`src/hw/rtl/tccw_pkg.sv`:
```
// Shared types and constants of the text console cell writer.
// Used by the front, queue, back and top-level files; depends on nothing.
package tccw_pkg;

    // Opcodes of an input transaction
    localparam logic [2:0] OPC_STR_CHAR = 3'd0;
    localparam logic [2:0] OPC_STR_END  = 3'd1;
    localparam logic [2:0] OPC_PUT_CHAR = 3'd2;
    localparam logic [2:0] OPC_BACK     = 3'd3;
    localparam logic [2:0] OPC_SET_CUR  = 3'd4;

    // Character codes with special meaning inside strings
    localparam logic [7:0] CH_TAB     = 8'd9;
    localparam logic [7:0] CH_NEWLINE = 8'd10;
    localparam logic [7:0] CH_RETURN  = 8'd13;
    localparam logic [7:0] CH_SPACE   = 8'h20;

    // Screen size and system-mode cursor limit
    localparam int unsigned SCREEN_CELLS = 2000;
    localparam int unsigned SYS_LIMIT    = 2000;

    // Result kinds
    localparam logic RK_CELL   = 1'b0;
    localparam logic RK_CURSOR = 1'b1;

    // Register index of the mode register
    localparam int unsigned REG_SYSTEM_MODE = 0;

    // Column field in the queue: wide enough for screens up to 256 columns
    localparam int unsigned COL_BITS = 8;

    // Queue between front and back
    localparam int unsigned FIFO_DEPTH = 4;
    localparam int unsigned PTR_W      = $clog2(FIFO_DEPTH);
    localparam int unsigned CNT_W      = $clog2(FIFO_DEPTH + 1);

    // Classified operation
    typedef enum logic [3:0] {
        OPK_NOP,
        OPK_CHAR,
        OPK_NEWLINE,
        OPK_RETURN,
        OPK_TAB,
        OPK_END,
        OPK_PUT,
        OPK_BACK,
        OPK_SET
    } t_op_kind;

    typedef struct packed {
        t_op_kind              kind;
        logic [7:0]            char_code;
        logic [7:0]            color;
        logic                  auto_newline;
        logic [15:0]           position;
        logic [COL_BITS-1:0]   pos_col;
    } t_op_entry;

    typedef struct packed {
        logic        kind;
        logic [15:0] cell_index;
        logic [7:0]  char_out;
        logic [7:0]  attr_out;
        logic        in_screen;
        logic        last;
    } t_result;

endpackage

```
`src/hw/rtl/tccw_front.sv`:
```
// Front stage: accepts input transactions, classifies them and works out
// the column of a requested cursor position. Depends on tccw_pkg.
module tccw_front #(
    parameter int unsigned SCREEN_WIDTH = 80
) (
    input  logic                 i_clk,
    input  logic                 i_rst_n,
    input  logic                 i_valid,
    output logic                 o_stall,
    input  logic [2:0]           i_opcode,
    input  logic [7:0]           i_char_code,
    input  logic [7:0]           i_color,
    input  logic                 i_auto_newline,
    input  logic [15:0]          i_position,
    input  logic                 i_fifo_full,
    output logic                 o_push,
    output tccw_pkg::t_op_entry  o_entry
);

    localparam int unsigned RECIP   = (1 << 24) / SCREEN_WIDTH;
    localparam int unsigned RECIP_W = $clog2(RECIP + 1);
    localparam int unsigned PROD_W  = 16 + RECIP_W;
    localparam int unsigned Q_W     = $clog2(65535 / SCREEN_WIDTH + 1);

    tccw_pkg::t_op_kind  kind_in;
    logic [PROD_W-1:0]   prod;
    logic                take;
    logic                adv;
    logic                is_nop;
    logic [15:0]         qw;
    logic [15:0]         rem;
    logic [15:0]         col_full;

    logic                r_valid;
    tccw_pkg::t_op_kind  r_kind;
    logic [7:0]          r_char_code;
    logic [7:0]          r_color;
    logic                r_auto_newline;
    logic [15:0]         r_position;
    logic [Q_W-1:0]      r_q;

    // Classify the incoming operation
    always_comb begin
        unique case (i_opcode)
            tccw_pkg::OPC_STR_CHAR: begin
                priority if (i_char_code == tccw_pkg::CH_NEWLINE) begin
                    kind_in = tccw_pkg::OPK_NEWLINE;
                end else if (i_char_code == tccw_pkg::CH_RETURN) begin
                    kind_in = tccw_pkg::OPK_RETURN;
                end else if (i_char_code == tccw_pkg::CH_TAB) begin
                    kind_in = tccw_pkg::OPK_TAB;
                end else begin
                    kind_in = tccw_pkg::OPK_CHAR;
                end
            end
            tccw_pkg::OPC_STR_END:  kind_in = tccw_pkg::OPK_END;
            tccw_pkg::OPC_PUT_CHAR: kind_in = tccw_pkg::OPK_PUT;
            tccw_pkg::OPC_BACK:     kind_in = tccw_pkg::OPK_BACK;
            tccw_pkg::OPC_SET_CUR:  kind_in = tccw_pkg::OPK_SET;
            default:                kind_in = tccw_pkg::OPK_NOP;
        endcase
    end

    // Estimate position / SCREEN_WIDTH by a reciprocal multiply
    assign prod = PROD_W'(i_position) * PROD_W'(RECIP);

    // Drop unused opcodes; otherwise advance when the queue has room
    assign is_nop  = (r_kind == tccw_pkg::OPK_NOP);
    assign adv     = r_valid & (is_nop | ~i_fifo_full);
    assign o_stall = r_valid & ~adv;
    assign take    = i_valid & ~o_stall;
    assign o_push  = adv & ~is_nop;

    always_ff @(posedge i_clk) begin
        if (!i_rst_n) begin
            r_valid <= 1'b0;
        end else if (take) begin
            r_valid <= 1'b1;
        end else if (adv) begin
            r_valid <= 1'b0;
        end
    end

    // Hold the accepted transaction
    always_ff @(posedge i_clk) begin
        if (take) begin
            r_kind         <= kind_in;
            r_char_code    <= i_char_code;
            r_color        <= i_color;
            r_auto_newline <= i_auto_newline;
            r_position     <= i_position;
            r_q            <= prod[24 +: Q_W];
        end
    end

    // Remainder with one correction step; the estimate is low by at most one
    assign qw       = 16'(r_q * SCREEN_WIDTH);
    assign rem      = r_position - qw;
    assign col_full = (rem >= 16'(SCREEN_WIDTH)) ? rem - 16'(SCREEN_WIDTH) : rem;

    always_comb begin
        o_entry.kind         = r_kind;
        o_entry.char_code    = r_char_code;
        o_entry.color        = r_color;
        o_entry.auto_newline = r_auto_newline;
        o_entry.position     = r_position;
        o_entry.pos_col      = col_full[tccw_pkg::COL_BITS-1:0];
    end

endmodule

```
`src/hw/rtl/tccw_fifo.sv`:
```
// Short queue of classified operations between front and back.
// Depends on tccw_pkg.
module tccw_fifo (
    input  logic                 i_clk,
    input  logic                 i_rst_n,
    input  logic                 i_push,
    input  tccw_pkg::t_op_entry  i_data,
    output logic                 o_full,
    input  logic                 i_pop,
    output logic                 o_empty,
    output tccw_pkg::t_op_entry  o_data
);

    tccw_pkg::t_op_entry                r_mem [tccw_pkg::FIFO_DEPTH];
    logic [tccw_pkg::PTR_W-1:0]         r_wr_ptr;
    logic [tccw_pkg::PTR_W-1:0]         r_rd_ptr;
    logic [tccw_pkg::CNT_W-1:0]         r_count;

    assign o_full  = (r_count == tccw_pkg::CNT_W'(tccw_pkg::FIFO_DEPTH));
    assign o_empty = (r_count == '0);
    assign o_data  = r_mem[r_rd_ptr];

    // Advance pointers and occupancy
    always_ff @(posedge i_clk) begin
        if (!i_rst_n) begin
            r_wr_ptr <= '0;
            r_rd_ptr <= '0;
            r_count  <= '0;
        end else begin
            if (i_push) begin
                r_wr_ptr <= r_wr_ptr + 1'b1;
            end
            if (i_pop) begin
                r_rd_ptr <= r_rd_ptr + 1'b1;
            end
            if (i_push && !i_pop) begin
                r_count <= r_count + 1'b1;
            end else if (!i_push && i_pop) begin
                r_count <= r_count - 1'b1;
            end
        end
    end

    // Store the pushed entry
    always_ff @(posedge i_clk) begin
        if (i_push) begin
            r_mem[r_wr_ptr] <= i_data;
        end
    end

endmodule

```
`src/hw/rtl/tccw_back.sv`:
```
// Back stage: carries out queued operations against the cursor and the running index,
// one result a cycle into an output register unless stalled. Depends on tccw_pkg.
module tccw_back #(
    parameter int unsigned SCREEN_WIDTH = 80,
    parameter int unsigned TEXT_ROWS    = 22,
    parameter int unsigned TAB_WIDTH    = 5
) (
    input  logic                 i_clk,
    input  logic                 i_rst_n,
    input  logic                 i_system_mode,
    input  logic                 i_empty,
    input  tccw_pkg::t_op_entry  i_entry,
    output logic                 o_pop,
    output logic                 o_valid,
    input  logic                 i_stall,
    output tccw_pkg::t_result    o_result
);

    localparam int unsigned LIM_NORM  = TEXT_ROWS * SCREEN_WIDTH + SCREEN_WIDTH - 1;
    localparam int unsigned LIM_MAX   = (LIM_NORM > tccw_pkg::SYS_LIMIT) ? LIM_NORM
                                                                         : tccw_pkg::SYS_LIMIT;
    localparam int unsigned CUR_W     = $clog2(LIM_MAX + 1);
    localparam int unsigned COL_W     = $clog2(SCREEN_WIDTH);
    localparam int unsigned STEP_W    = (TAB_WIDTH > 2) ? $clog2(TAB_WIDTH) : 1;
    localparam int unsigned WRAP_MOD  = 65536 % SCREEN_WIDTH;
    localparam logic [15:0] LIM_N16   = 16'(LIM_NORM);
    localparam logic [15:0] LIM_S16   = 16'(tccw_pkg::SYS_LIMIT);
    localparam logic [COL_W-1:0] LCOL_N = COL_W'(LIM_NORM % SCREEN_WIDTH);
    localparam logic [COL_W-1:0] LCOL_S = COL_W'(tccw_pkg::SYS_LIMIT % SCREEN_WIDTH);
    localparam logic [COL_W-1:0] COL_LAST = COL_W'(SCREEN_WIDTH - 1);
    localparam logic [STEP_W-1:0] TAB_LAST = STEP_W'(TAB_WIDTH - 1);

    logic [15:0]        r_run;
    logic [COL_W-1:0]   r_rcol;
    logic [CUR_W-1:0]   r_cursor;
    logic [COL_W-1:0]   r_ccol;
    logic [STEP_W-1:0]  r_step;
    logic               r_out_valid;
    tccw_pkg::t_result  r_out;

    logic [15:0]        n_run;
    logic [COL_W-1:0]   n_rcol;
    logic [CUR_W-1:0]   n_cursor;
    logic [COL_W-1:0]   n_ccol;
    logic [STEP_W-1:0]  n_step;

    logic               out_free;
    logic               emit;
    tccw_pkg::t_result  res;
    logic [15:0]        cur16;
    logic [COL_W-1:0]   epos_col;

    // Running index arithmetic
    logic [16:0]        nl_sum;
    logic [15:0]        nl_run;
    logic [COL_W-1:0]   nl_col;
    logic [15:0]        inc_run;
    logic [COL_W-1:0]   inc_col;

    // Shared cursor clamp
    logic [15:0]        set_p;
    logic [COL_W-1:0]   set_pcol;
    logic [15:0]        lim;
    logic [COL_W-1:0]   lim_col;
    logic [CUR_W-1:0]   cl_cur;
    logic [COL_W-1:0]   cl_col;

    assign out_free = ~r_out_valid | ~i_stall;
    assign cur16    = 16'(r_cursor);
    assign epos_col = i_entry.pos_col[COL_W-1:0];

    // Newline: add one row, fixing the column when the index wraps
    assign nl_sum = {1'b0, r_run} + 17'(SCREEN_WIDTH);
    assign nl_run = nl_sum[15:0];
    always_comb begin
        if (!nl_sum[16]) begin
            nl_col = r_rcol;
        end else if (r_rcol >= COL_W'(WRAP_MOD)) begin
            nl_col = r_rcol - COL_W'(WRAP_MOD);
        end else begin
            nl_col = r_rcol + COL_W'(SCREEN_WIDTH - WRAP_MOD);
        end
    end

    // Step to the next cell; a wrap to zero lands on column zero
    assign inc_run = r_run + 16'd1;
    assign inc_col = ((r_run == 16'hFFFF) || (r_rcol == COL_LAST)) ? '0 : r_rcol + 1'b1;

    // Select the value to load into the cursor
    always_comb begin
        set_p    = '0;
        set_pcol = '0;
        unique case (i_entry.kind)
            tccw_pkg::OPK_END: begin
                if (i_entry.auto_newline) begin
                    set_p    = nl_run - 16'(nl_col);
                    set_pcol = '0;
                end else begin
                    set_p    = r_run;
                    set_pcol = r_rcol;
                end
            end
            tccw_pkg::OPK_PUT: begin
                set_p    = cur16 + 16'd1;
                set_pcol = (r_ccol == COL_LAST) ? '0 : r_ccol + 1'b1;
            end
            tccw_pkg::OPK_BACK: begin
                if (r_cursor == '0) begin
                    set_p    = '0;
                    set_pcol = '0;
                end else begin
                    set_p    = cur16 - 16'd1;
                    set_pcol = (r_ccol == '0) ? COL_LAST : r_ccol - 1'b1;
                end
            end
            tccw_pkg::OPK_SET: begin
                set_p    = i_entry.position;
                set_pcol = epos_col;
            end
            default: begin
                set_p    = '0;
                set_pcol = '0;
            end
        endcase
    end

    // Clamp against the limit of the current mode
    assign lim     = i_system_mode ? LIM_S16 : LIM_N16;
    assign lim_col = i_system_mode ? LCOL_S : LCOL_N;
    assign cl_cur  = (set_p > lim) ? CUR_W'(lim) : CUR_W'(set_p);
    assign cl_col  = (set_p > lim) ? lim_col : set_pcol;

    // Execute the head operation
    always_comb begin
        n_run    = r_run;
        n_rcol   = r_rcol;
        n_cursor = r_cursor;
        n_ccol   = r_ccol;
        n_step   = r_step;
        o_pop    = 1'b0;
        emit     = 1'b0;
        res      = '0;
        if (!i_empty) begin
            unique case (i_entry.kind)
                tccw_pkg::OPK_NEWLINE: begin
                    n_run  = nl_run;
                    n_rcol = nl_col;
                    o_pop  = 1'b1;
                end
                tccw_pkg::OPK_RETURN: begin
                    n_run  = r_run - 16'(r_rcol);
                    n_rcol = '0;
                    o_pop  = 1'b1;
                end
                tccw_pkg::OPK_CHAR: begin
                    if (out_free) begin
                        emit           = 1'b1;
                        res.kind       = tccw_pkg::RK_CELL;
                        res.cell_index = r_run;
                        res.char_out   = i_entry.char_code;
                        res.attr_out   = i_entry.color;
                        res.last       = 1'b1;
                        n_run          = inc_run;
                        n_rcol         = inc_col;
                        o_pop          = 1'b1;
                    end
                end
                tccw_pkg::OPK_TAB: begin
                    if (out_free) begin
                        emit           = 1'b1;
                        res.kind       = tccw_pkg::RK_CELL;
                        res.cell_index = r_run;
                        res.char_out   = tccw_pkg::CH_SPACE;
                        res.attr_out   = i_entry.color;
                        res.last       = (r_step == TAB_LAST);
                        n_run          = inc_run;
                        n_rcol         = inc_col;
                        if (r_step == TAB_LAST) begin
                            n_step = '0;
                            o_pop  = 1'b1;
                        end else begin
                            n_step = r_step + 1'b1;
                        end
                    end
                end
                tccw_pkg::OPK_END, tccw_pkg::OPK_SET: begin
                    if (out_free) begin
                        emit           = 1'b1;
                        res.kind       = tccw_pkg::RK_CURSOR;
                        res.cell_index = 16'(cl_cur);
                        res.last       = 1'b1;
                        n_cursor       = cl_cur;
                        n_ccol         = cl_col;
                        n_run          = 16'(cl_cur);
                        n_rcol         = cl_col;
                        o_pop          = 1'b1;
                    end
                end
                tccw_pkg::OPK_PUT: begin
                    if (out_free) begin
                        emit = 1'b1;
                        if (r_step == '0) begin
                            res.kind       = tccw_pkg::RK_CELL;
                            res.cell_index = cur16;
                            res.char_out   = i_entry.char_code;
                            res.attr_out   = i_entry.color;
                            n_step         = STEP_W'(1);
                        end else begin
                            res.kind       = tccw_pkg::RK_CURSOR;
                            res.cell_index = 16'(cl_cur);
                            res.last       = 1'b1;
                            n_cursor       = cl_cur;
                            n_ccol         = cl_col;
                            n_run          = 16'(cl_cur);
                            n_rcol         = cl_col;
                            n_step         = '0;
                            o_pop          = 1'b1;
                        end
                    end
                end
                tccw_pkg::OPK_BACK: begin
                    if (out_free) begin
                        emit = 1'b1;
                        if (r_step == '0) begin
                            res.kind       = tccw_pkg::RK_CURSOR;
                            res.cell_index = 16'(cl_cur);
                            n_cursor       = cl_cur;
                            n_ccol         = cl_col;
                            n_run          = 16'(cl_cur);
                            n_rcol         = cl_col;
                            n_step         = STEP_W'(1);
                        end else begin
                            res.kind       = tccw_pkg::RK_CELL;
                            res.cell_index = cur16;
                            res.char_out   = tccw_pkg::CH_SPACE;
                            res.attr_out   = i_entry.color;
                            res.last       = 1'b1;
                            n_step         = '0;
                            o_pop          = 1'b1;
                        end
                    end
                end
                default: begin
                    o_pop = 1'b1;
                end
            endcase
        end
        res.in_screen = (res.cell_index < 16'(tccw_pkg::SCREEN_CELLS));
    end

    // State registers
    always_ff @(posedge i_clk) begin
        if (!i_rst_n) begin
            r_run       <= '0;
            r_rcol      <= '0;
            r_cursor    <= '0;
            r_ccol      <= '0;
            r_step      <= '0;
            r_out_valid <= 1'b0;
        end else begin
            r_run    <= n_run;
            r_rcol   <= n_rcol;
            r_cursor <= n_cursor;
            r_ccol   <= n_ccol;
            r_step   <= n_step;
            if (out_free) begin
                r_out_valid <= emit;
            end
        end
    end

    // Output register
    always_ff @(posedge i_clk) begin
        if (out_free && emit) begin
            r_out <= res;
        end
    end

    assign o_valid  = r_out_valid;
    assign o_result = r_out;

endmodule

```
`src/hw/rtl/text_console_cell_writer.sv`:
```
// Top level of the text console cell writer: front, queue, back and the
// mode register behind an APB-style port. Depends on tccw_pkg and the tccw modules.
//
// Turns console operations into cell writes and cursor updates. String
// characters, string end and set cursor each give one result, newline and
// return none, put char and backspace two, and a tab TAB_WIDTH results. The
// back stage issues one result per cycle into its output register while the
// output is not stalled and sets the rate; unused opcodes drop in the front.
// An accepted transaction reaches the back after the front register and a
// four-entry queue, so the block holds up to five transactions, the one the
// back is working on included, while a tab runs or the output is stalled.
// No clearing pass after reset.
module text_console_cell_writer #(
    parameter int unsigned SCREEN_WIDTH = 80,
    parameter int unsigned TEXT_ROWS    = 22,
    parameter int unsigned TAB_WIDTH    = 5
) (
    input  logic        i_clk,
    input  logic        i_rst_n,
    input  logic        i_valid,
    output logic        o_stall,
    input  logic [2:0]  i_opcode,
    input  logic [7:0]  i_char_code,
    input  logic [7:0]  i_color,
    input  logic        i_auto_newline,
    input  logic [15:0] i_position,
    output logic        o_valid,
    input  logic        i_stall,
    output logic        o_kind,
    output logic [15:0] o_cell_index,
    output logic [7:0]  o_char_out,
    output logic [7:0]  o_attr_out,
    output logic        o_in_screen,
    output logic        o_last,
    input  logic        psel,
    input  logic        penable,
    input  logic        pwrite,
    input  logic [2:0]  paddr,
    input  logic [31:0] pwdata,
    output logic [31:0] prdata,
    output logic        pready
);

    logic                 r_system_mode;
    logic                 push;
    logic                 pop;
    logic                 fifo_full;
    logic                 fifo_empty;
    logic                 reg_hit;
    tccw_pkg::t_op_entry  fe_entry;
    tccw_pkg::t_op_entry  head_entry;
    tccw_pkg::t_result    result;

    // Configuration port
    assign pready  = 1'b1;
    assign reg_hit = (paddr[2] == 1'(tccw_pkg::REG_SYSTEM_MODE));
    assign prdata  = reg_hit ? {31'b0, r_system_mode} : 32'b0;

    always_ff @(posedge i_clk) begin
        if (!i_rst_n) begin
            r_system_mode <= 1'b0;
        end else if (psel && penable && pwrite && pready && reg_hit) begin
            r_system_mode <= pwdata[0];
        end
    end

    tccw_front #(
        .SCREEN_WIDTH (SCREEN_WIDTH)
    ) u_front (
        .i_clk          (i_clk),
        .i_rst_n        (i_rst_n),
        .i_valid        (i_valid),
        .o_stall        (o_stall),
        .i_opcode       (i_opcode),
        .i_char_code    (i_char_code),
        .i_color        (i_color),
        .i_auto_newline (i_auto_newline),
        .i_position     (i_position),
        .i_fifo_full    (fifo_full),
        .o_push         (push),
        .o_entry        (fe_entry)
    );

    tccw_fifo u_fifo (
        .i_clk   (i_clk),
        .i_rst_n (i_rst_n),
        .i_push  (push),
        .i_data  (fe_entry),
        .o_full  (fifo_full),
        .i_pop   (pop),
        .o_empty (fifo_empty),
        .o_data  (head_entry)
    );

    tccw_back #(
        .SCREEN_WIDTH (SCREEN_WIDTH),
        .TEXT_ROWS    (TEXT_ROWS),
        .TAB_WIDTH    (TAB_WIDTH)
    ) u_back (
        .i_clk         (i_clk),
        .i_rst_n       (i_rst_n),
        .i_system_mode (r_system_mode),
        .i_empty       (fifo_empty),
        .i_entry       (head_entry),
        .o_pop         (pop),
        .o_valid       (o_valid),
        .i_stall       (i_stall),
        .o_result      (result)
    );

    // Drive the result ports
    assign o_kind       = result.kind;
    assign o_cell_index = result.cell_index;
    assign o_char_out   = result.char_out;
    assign o_attr_out   = result.attr_out;
    assign o_in_screen  = result.in_screen;
    assign o_last       = result.last;

endmodule
```
`config.mk`:
```
export PLATFORM = sky130hd
export DESIGN_NAME = text_console_cell_writer
export DESIGN_NICKNAME = d
export VERILOG_FILES = /design/src/hw/rtl/tccw_pkg.sv /design/src/hw/rtl/tccw_front.sv /design/src/hw/rtl/tccw_fifo.sv /design/src/hw/rtl/tccw_back.sv /design/src/hw/rtl/text_console_cell_writer.sv
export SDC_FILE = /design/constraint.sdc
export NUM_CORES = 1
export LEC_CHECK = 0
export ABC_AREA = 1
export BUFFER_PORTS_ARGS = -buffer_cell sky130_fd_sc_hd__buf_2
export CELL_PAD_IN_SITES_DETAIL_PLACEMENT = 1
export CELL_PAD_IN_SITES_GLOBAL_PLACEMENT = 1
export CORE_MARGIN = 5
export CORE_UTILIZATION = 43
export CTS_BUF_LIST = sky130_fd_sc_hd__clkbuf_8 sky130_fd_sc_hd__clkbuf_16
export CTS_CLUSTER_DIAMETER = 30
export DETAILED_ROUTE_END_ITERATION = 6
export PLACE_DENSITY = 0.82
export SETUP_SLACK_MARGIN = 0.2
export SYNTH_ARGS = -nofsm -noshare
export SYNTH_HDL_FRONTEND = slang
export SYNTH_SLANG_ARGS = --single-unit
```
`constraint.sdc`:
```
create_clock -name i_clk -period 5 [get_ports i_clk]
set_clock_uncertainty 0.2 [all_clocks]
set_input_delay 0.25 -clock i_clk [delete_from_list [all_inputs] [get_ports i_clk]]
set_output_delay 0.25 -clock i_clk [all_outputs]
set_load 0.02 [all_outputs]
```
== Yosys cells after proc, flatten, opt, wreduce, memory -nomap -nowiden ==
Memory sizes are Yosys's and may differ from the RTL's. A register that Yosys moved wholly into a read port is not among the register bits.
Index checks and enable logic that the tools add are counted.

* Memory bits (writable): 180
* Memories kept: 1
* Logic and storage cells: 196
* Bits of input ports: 78
* Bits in registers: 136

{| class="wikitable"
|+ Memory list
! name !! words !! width !! read ports !! clocked after memory_dff !! write ports !! RTL line !! source
|-
| u_fifo.r_mem || 4 || 45 || 1 || 1 || 1 || tccw_fifo.sv:14 || <nowiki>tccw_pkg::t_op_entry r_mem [tccw_pkg::FIFO_DEPTH];</nowiki>
|}

* Magnitude comparators: 4
* Equal/unequal tests: 28
* Reductions and logical operators: 28
* Multiplexer cells: 78
* Add/sub/neg operators: 18
* Bitwise logic cells: 14
* $mul: 2

{| class="wikitable"
|+ Operators with widths
! kind !! count
|-
| two-way mux 16 bit || 9
|-
| case mux 16 bit (4 select lines) || 2
|-
| two-way mux 7 bit || 15
|-
| two-way mux 32 bit || 3
|-
| case mux 16 bit (6 select lines) || 1
|-
| case mux 17 bit (5 select lines) || 1
|-
| two-way mux 11 bit || 6
|-
| two-way mux 33 bit || 2
|-
| two-way mux 17 bit || 3
|-
| case mux 7 bit (6 select lines) || 1
|-
| multiplier 16 x 18 -> 34 bit (second input constant) || 1
|-
| case mux 11 bit (3 select lines) || 1
|-
| subtractor 16 x 7 -> 16 bit || 2
|-
| case mux 7 bit (4 select lines) || 1
|-
| == test 8 x 4 -> 1 bit (second input constant) || 3
|-
| case mux 7 bit (3 select lines) || 1
|-
| case mux 4 bit (5 select lines) || 1
|-
| two-way mux 3 bit || 6
|-
| adder 16 x 7 -> 17 bit (second input constant) || 1
|-
| adder 16 x 1 -> 16 bit (second input constant) || 1
|-
| == test 16 bit (second input constant) || 1
|-
| == test 4 x 3 -> 1 bit (second input constant) || 4
|-
| >= comparator 16 x 7 -> 1 bit (second input constant) || 1
|-
| greater-than comparator 16 bit || 1
|-
| 49 further kinds || 104
|}

== Depth between registers and ports, before layout ==
* Word-level depth: 13
* Depth in mapped cells: 33

== Hierarchy ==
From an unflattened synthesis, not the netlist that was laid out.

* Cells, all modules: 2472
* Area, all modules: 21886.0 um2

{| class="wikitable"
|+ By module, submodules not included
! module !! cells each !! seq. area each (um2) !! times used !! area each (um2)
|-
| tccw_fifo || 493 || 5585.4 || 1 || 7248.2
|-
| tccw_front || 868 || 1431.4 || 1 || 7218.2
|-
| tccw_back || 1065 || 1951.9 || 1 || 7105.6
|-
| text_console_cell_writer || 46 || 20.0 || 1 || 314.1
|}

== Least setup slack after synthesis ==
OpenSTA, ideal clock, no wires.

* Path kind: input-to-reg
* Start point: input i_position[5]
* End point: register u_front.r_q[8] (data pin)
* Cell stages on the path: 24
* Slack: 61 ps
* Data required time: 4543 ps
* Data arrival time: 4482 ps
* Path buffers: 0
* Setup time: 257 ps
* Cells stage by stage: inv_1 -> ha_1 -> inv_1 -> fa_1 -> inv_1 -> fa_1 -> inv_1 -> ha_1 -> inv_1 -> fa_1 -> inv_1 -> fa_1 -> ha_1 -> a21oi_1 -> nand2_1 -> a21oi_1 -> nor3_1 -> nor2_1 -> inv_1 -> a21oi_1 -> o21ai_0 -> nand2_1 -> nand2_1 -> xor2_1

* Longest elaborated chain between the ends: 1

{| class="wikitable"
|+ Ends and longest elaborated chain
! element !! RTL line !! source
|-
| start, declared || text_console_cell_writer.sv:26 || <nowiki>input logic [15:0] i_position,</nowiki>
|-
| multiplier 16 x 18 -> 34 bit || tccw_front.sv:65 || <nowiki>assign prod = PROD_W'(i_position) * PROD_W'(RECIP);</nowiki>
|-
| net u_front.prod[32] || tccw_front.sv:26 || <nowiki>logic [PROD_W-1:0] prod;</nowiki>
|-
| end signal, assigned || tccw_front.sv:92 || <nowiki>r_q <= prod[24 +: Q_W];</nowiki>
|-
| end, declared || tccw_front.sv:40 || <nowiki>logic [Q_W-1:0] r_q;</nowiki>
|}

The timed path passes the listed nets, and every way through them passes these cells.
A chain may end at the register's enable or synchronous reset.

== Final worst setup path ==
* Start point: input i_position[10]
* End point: register u_front.r_q[3] (data pin)

Same word-level chain as after synthesis.

==> summary.md <==
| Metric | Value |
|---|---|
| Final HPWL DP | `48100 µm` |
| Core Rows | `79` |
| Root buf cell | `clkbuf_16` |
| Number of placed instances, taps included | `2969` |
| GPL Wtd Cong | `0.905` |
| Required time of the critical path | `5130 ps` |
| Layout Area Growth over Synthesis | `27.9%` |
| Final Cell Area | `25500 µm²` |
| GR Overflow Total | `0` |
| Hold_ws | `78.2 ps` |
| DRT Pass-1 Iters | `5` |
| Reg2Reg Setup Slack | `350 ps` |
| Layout filler cell count | `5254` |
| Slew headroom | `23.7%` |
| Pins Over Slew Limit | `0` |
| Tot GR Track Use | `27.1%` |
| CP startpoint | `i_position[10]` |
| Vias in the first global route | `19500` |
| Total Die Area | `50800 µm²` |
| Initial core utilization | `43.1%` |
| Status | `finished, final reports clean` |
| # IOs | `148` |
| Number of synthesized flops with an enable pin | `242` |
| Static leakage | `11.4 nW` |
| Synth unique cells | `64` |
| Vias | `17700` |
| Placed Area | `21900 µm²` |
| Power Dens Cells | `841 nW/µm²` |
| Synth Instances | `2194` |
| Die height | `225 µm` |
| Synth Flop Type | `edfxtp_1` |
| Tightest Hold Check Type | `in2reg` |
| # setup viols final | `0` |
| Critical path class | `in2reg` |
| Clock slew at reported path FFs | `50 ps` |
| Crit path arrival time | `4950 ps` |
| YS warnings | `0` |
| Worst-margin pin slew | `1140 ps` |
| Mean Syn Cell Area | `9.10 µm²` |
| Core Footprint | `46300 µm²` |
| Maximum fanout along the worst path | `2` |
| Final std cells w/o fill | `3156` |
| CP endpoint | `u_front.r_q[3]` |
| Post-Syn Area | `20000 µm²` |
| DRC violation total after the first TritonRoute iteration | `1265` |
| Synth top area cells | `edfxtp_1 (36%), ha_1 (12%), fa_1 (6.6%)` |
| Wire length per cell | `22.8 µm` |
| FMAX | `0.208 GHz` |
| Commonest non-fill, non-tap cell in the layout | `nand2_1` |
| Initial antenna violation count | `1` |
| Ys async rst share | `0%` |
| Post-Place Worst Slack | `-371 ps` |
| Endpoint class of the critical path | `register` |
| Start of the worst register-to-register path | `u_back.r_rcol[0]` |
| DRC viols | `0` |
| Clock latency on the worst-skew pair | `610 ps` |
| Tot Pwr | `21.5 mW` |
| Routed WL | `71800 µm` |
| Max_cap viols | `0` |
| Clk buf depth | `3` |
| Final hold violations | `0` |
| Reg2Reg Depth | `31` |
| Vias/cell | `5.62` |
| R2r endpoint | `u_back.o_result[1]` |
| CTS tree | `yes` |
| Register bit count reported by yosys | `298` |
| Nets | `2820` |
| Post-route clock period utilization | `96.4%` |
| Clock sinks | `298` |
| Commonest non-fill, non-tap cells in the layout | `nand2_1 (337), inv_1 (317), edfxtp_1 (242)` |
| Sequential fraction of the synthesis area | `42.0%` |
| Share of layout cells above drive strength 1 | `20.4%` |
| Area leader, netlist | `edfxtp_1` |
| PnR worst setup slack | `182 ps` |
| Startpoint Class | `input pin` |
| RSZ-0062 raised after global routing | `true` |
| Minimum clock period | `4820 ps` |
| Worst ir drop on vdd | `489 µV` |
| IO buf count | `82` |
| Post-route ant nets | `0` |
| Post-route setup TNS | `0 ps` |
| Top-area cell type share of the netlist area | `36.4%` |
| Utilization after layout | `55.2%` |
| Largest net degree at the start of global routing | `43` |
| First-pass GRT wire length | `108000 µm` |
| H-tree levels | `3` |
| Inserted Clock Buffers | `69` |
| Die width | `225 µm` |
-- what timing repair did --
action	CTS	global route
hold endpoints to repair	40	0
resized for setup	10	95
buffers inserted	0	18
hold buffers	41	0
setup endpoints to repair	14	45
pin swaps	1	37
-- worst min-delay path by stage --
stage | end | depth (start not counted) | slack (ps) | startpoint
2_1_floorplan | u_front.r_auto_newline | 0 | 150 | i_auto_newline
3_3_place_gp | u_front.r_color[0] | 1 | 230 | i_color[0]
3_5_place_dp | u_front.r_color[3] | 1 | 230 | i_color[3]
4_1_cts | u_back.r_cursor[5] | 3 | 10 | i_rst_n
5_1_grt | u_back.r_run[2] | 3 | 80 | i_rst_n
6_report | u_back.r_run[2] | 3 | 80 | i_rst_n
-- sequential cells by signal, summed over array words and instances (netlist names), 3 cells and up, named ones only --
signal / flops
u_fifo.r_mem: 160
u_back.o_result: 35
u_back.r_run: 16
u_front.r_position: 16
u_back.r_cursor: 11
u_front.r_q: 10
u_front.r_char_code: 8
u_front.r_color: 8
u_back.r_ccol: 7
u_back.r_rcol: 7
u_front.r_kind: 4
u_back.r_step: 3
u_fifo.r_count: 3
-- cell usage after synthesis, types with 4 or more instances --
cell,count
a31oi_1,11
xnor2_1,18
nor2_1,210
nor3b_1,4
fa_1,66
o221ai_1,19
o21ai_0,110
clkinv_1,4
nor3_1,27
o31ai_1,8
nand3b_1,6
nor4_1,4
clkbuf_1,31
nor2_2,6
a21o_1,5
nand3_2,6
buf_2,12
o211ai_1,7
o21ai_1,8
o2111ai_1,7
nand4_1,18
edfxtp_1,242
inv_1,319
xor2_1,44
dfxtp_1,56
or2_2,8
a211oi_1,6
nand3_1,84
ha_1,184
buf_4,33
nand2_2,9
a221oi_1,15
nand2_1,347
o22ai_1,14
inv_2,18
a21oi_1,181
-- cell type report --
type                    instances  area, µm²  share of cell area [%]
clock inverters                54        821                    3.22
diodes                          1       2.50                 0.00980
repair buffers                277       1990                    7.80
multi-input cells            1505      10500                    41.0
clock buffers                  73       1790                    7.02
inverters                     341       1290                    5.07
flip-flops and latches        298       8400                    32.9
well taps                     607        759                    2.98
-- critical path, cell delays in order --
cell	delay, ps
buf_2	110
ha_1	340
fa_1	450
inv_1	80
fa_1	450
fa_2	500
buf_4	160
fa_1	550
inv_1	60
fa_1	520
ha_4	210
a21oi_1	170
inv_1	90
buf_4	150
a21oi_4	150
o22ai_2	100
a211oi_2	250
o21ai_1	160
xor2_1	190
-- report_power, final --
part / switching, mW / internal [mW]
Sequential: 0.282 / 3.30
Clock: 1.63 / 3.51
Combinational: 8.06 / 4.67
-- cells by family after synthesis --
kind of cell,synth area share [%]
buffers and inverters,8.65
other,0.0376
AO/OA/AOI/OAI,12.4
AND/OR/NAND/NOR,16.0
XOR/XNOR,2.72
adder cells (fa/ha/maj),18.2
flip-flops,42.0
-- layer usage --
metal	global-route usage [%]	vias to the layer above	share of wire, %
li1	-	8012	-
met3	3.79	236	4.6
met4	13.4	0	5.1
met5	0	-	0
met2	51.5	642	54
met1	29.3	8858	37
Power figures use the tool's default switching activity.
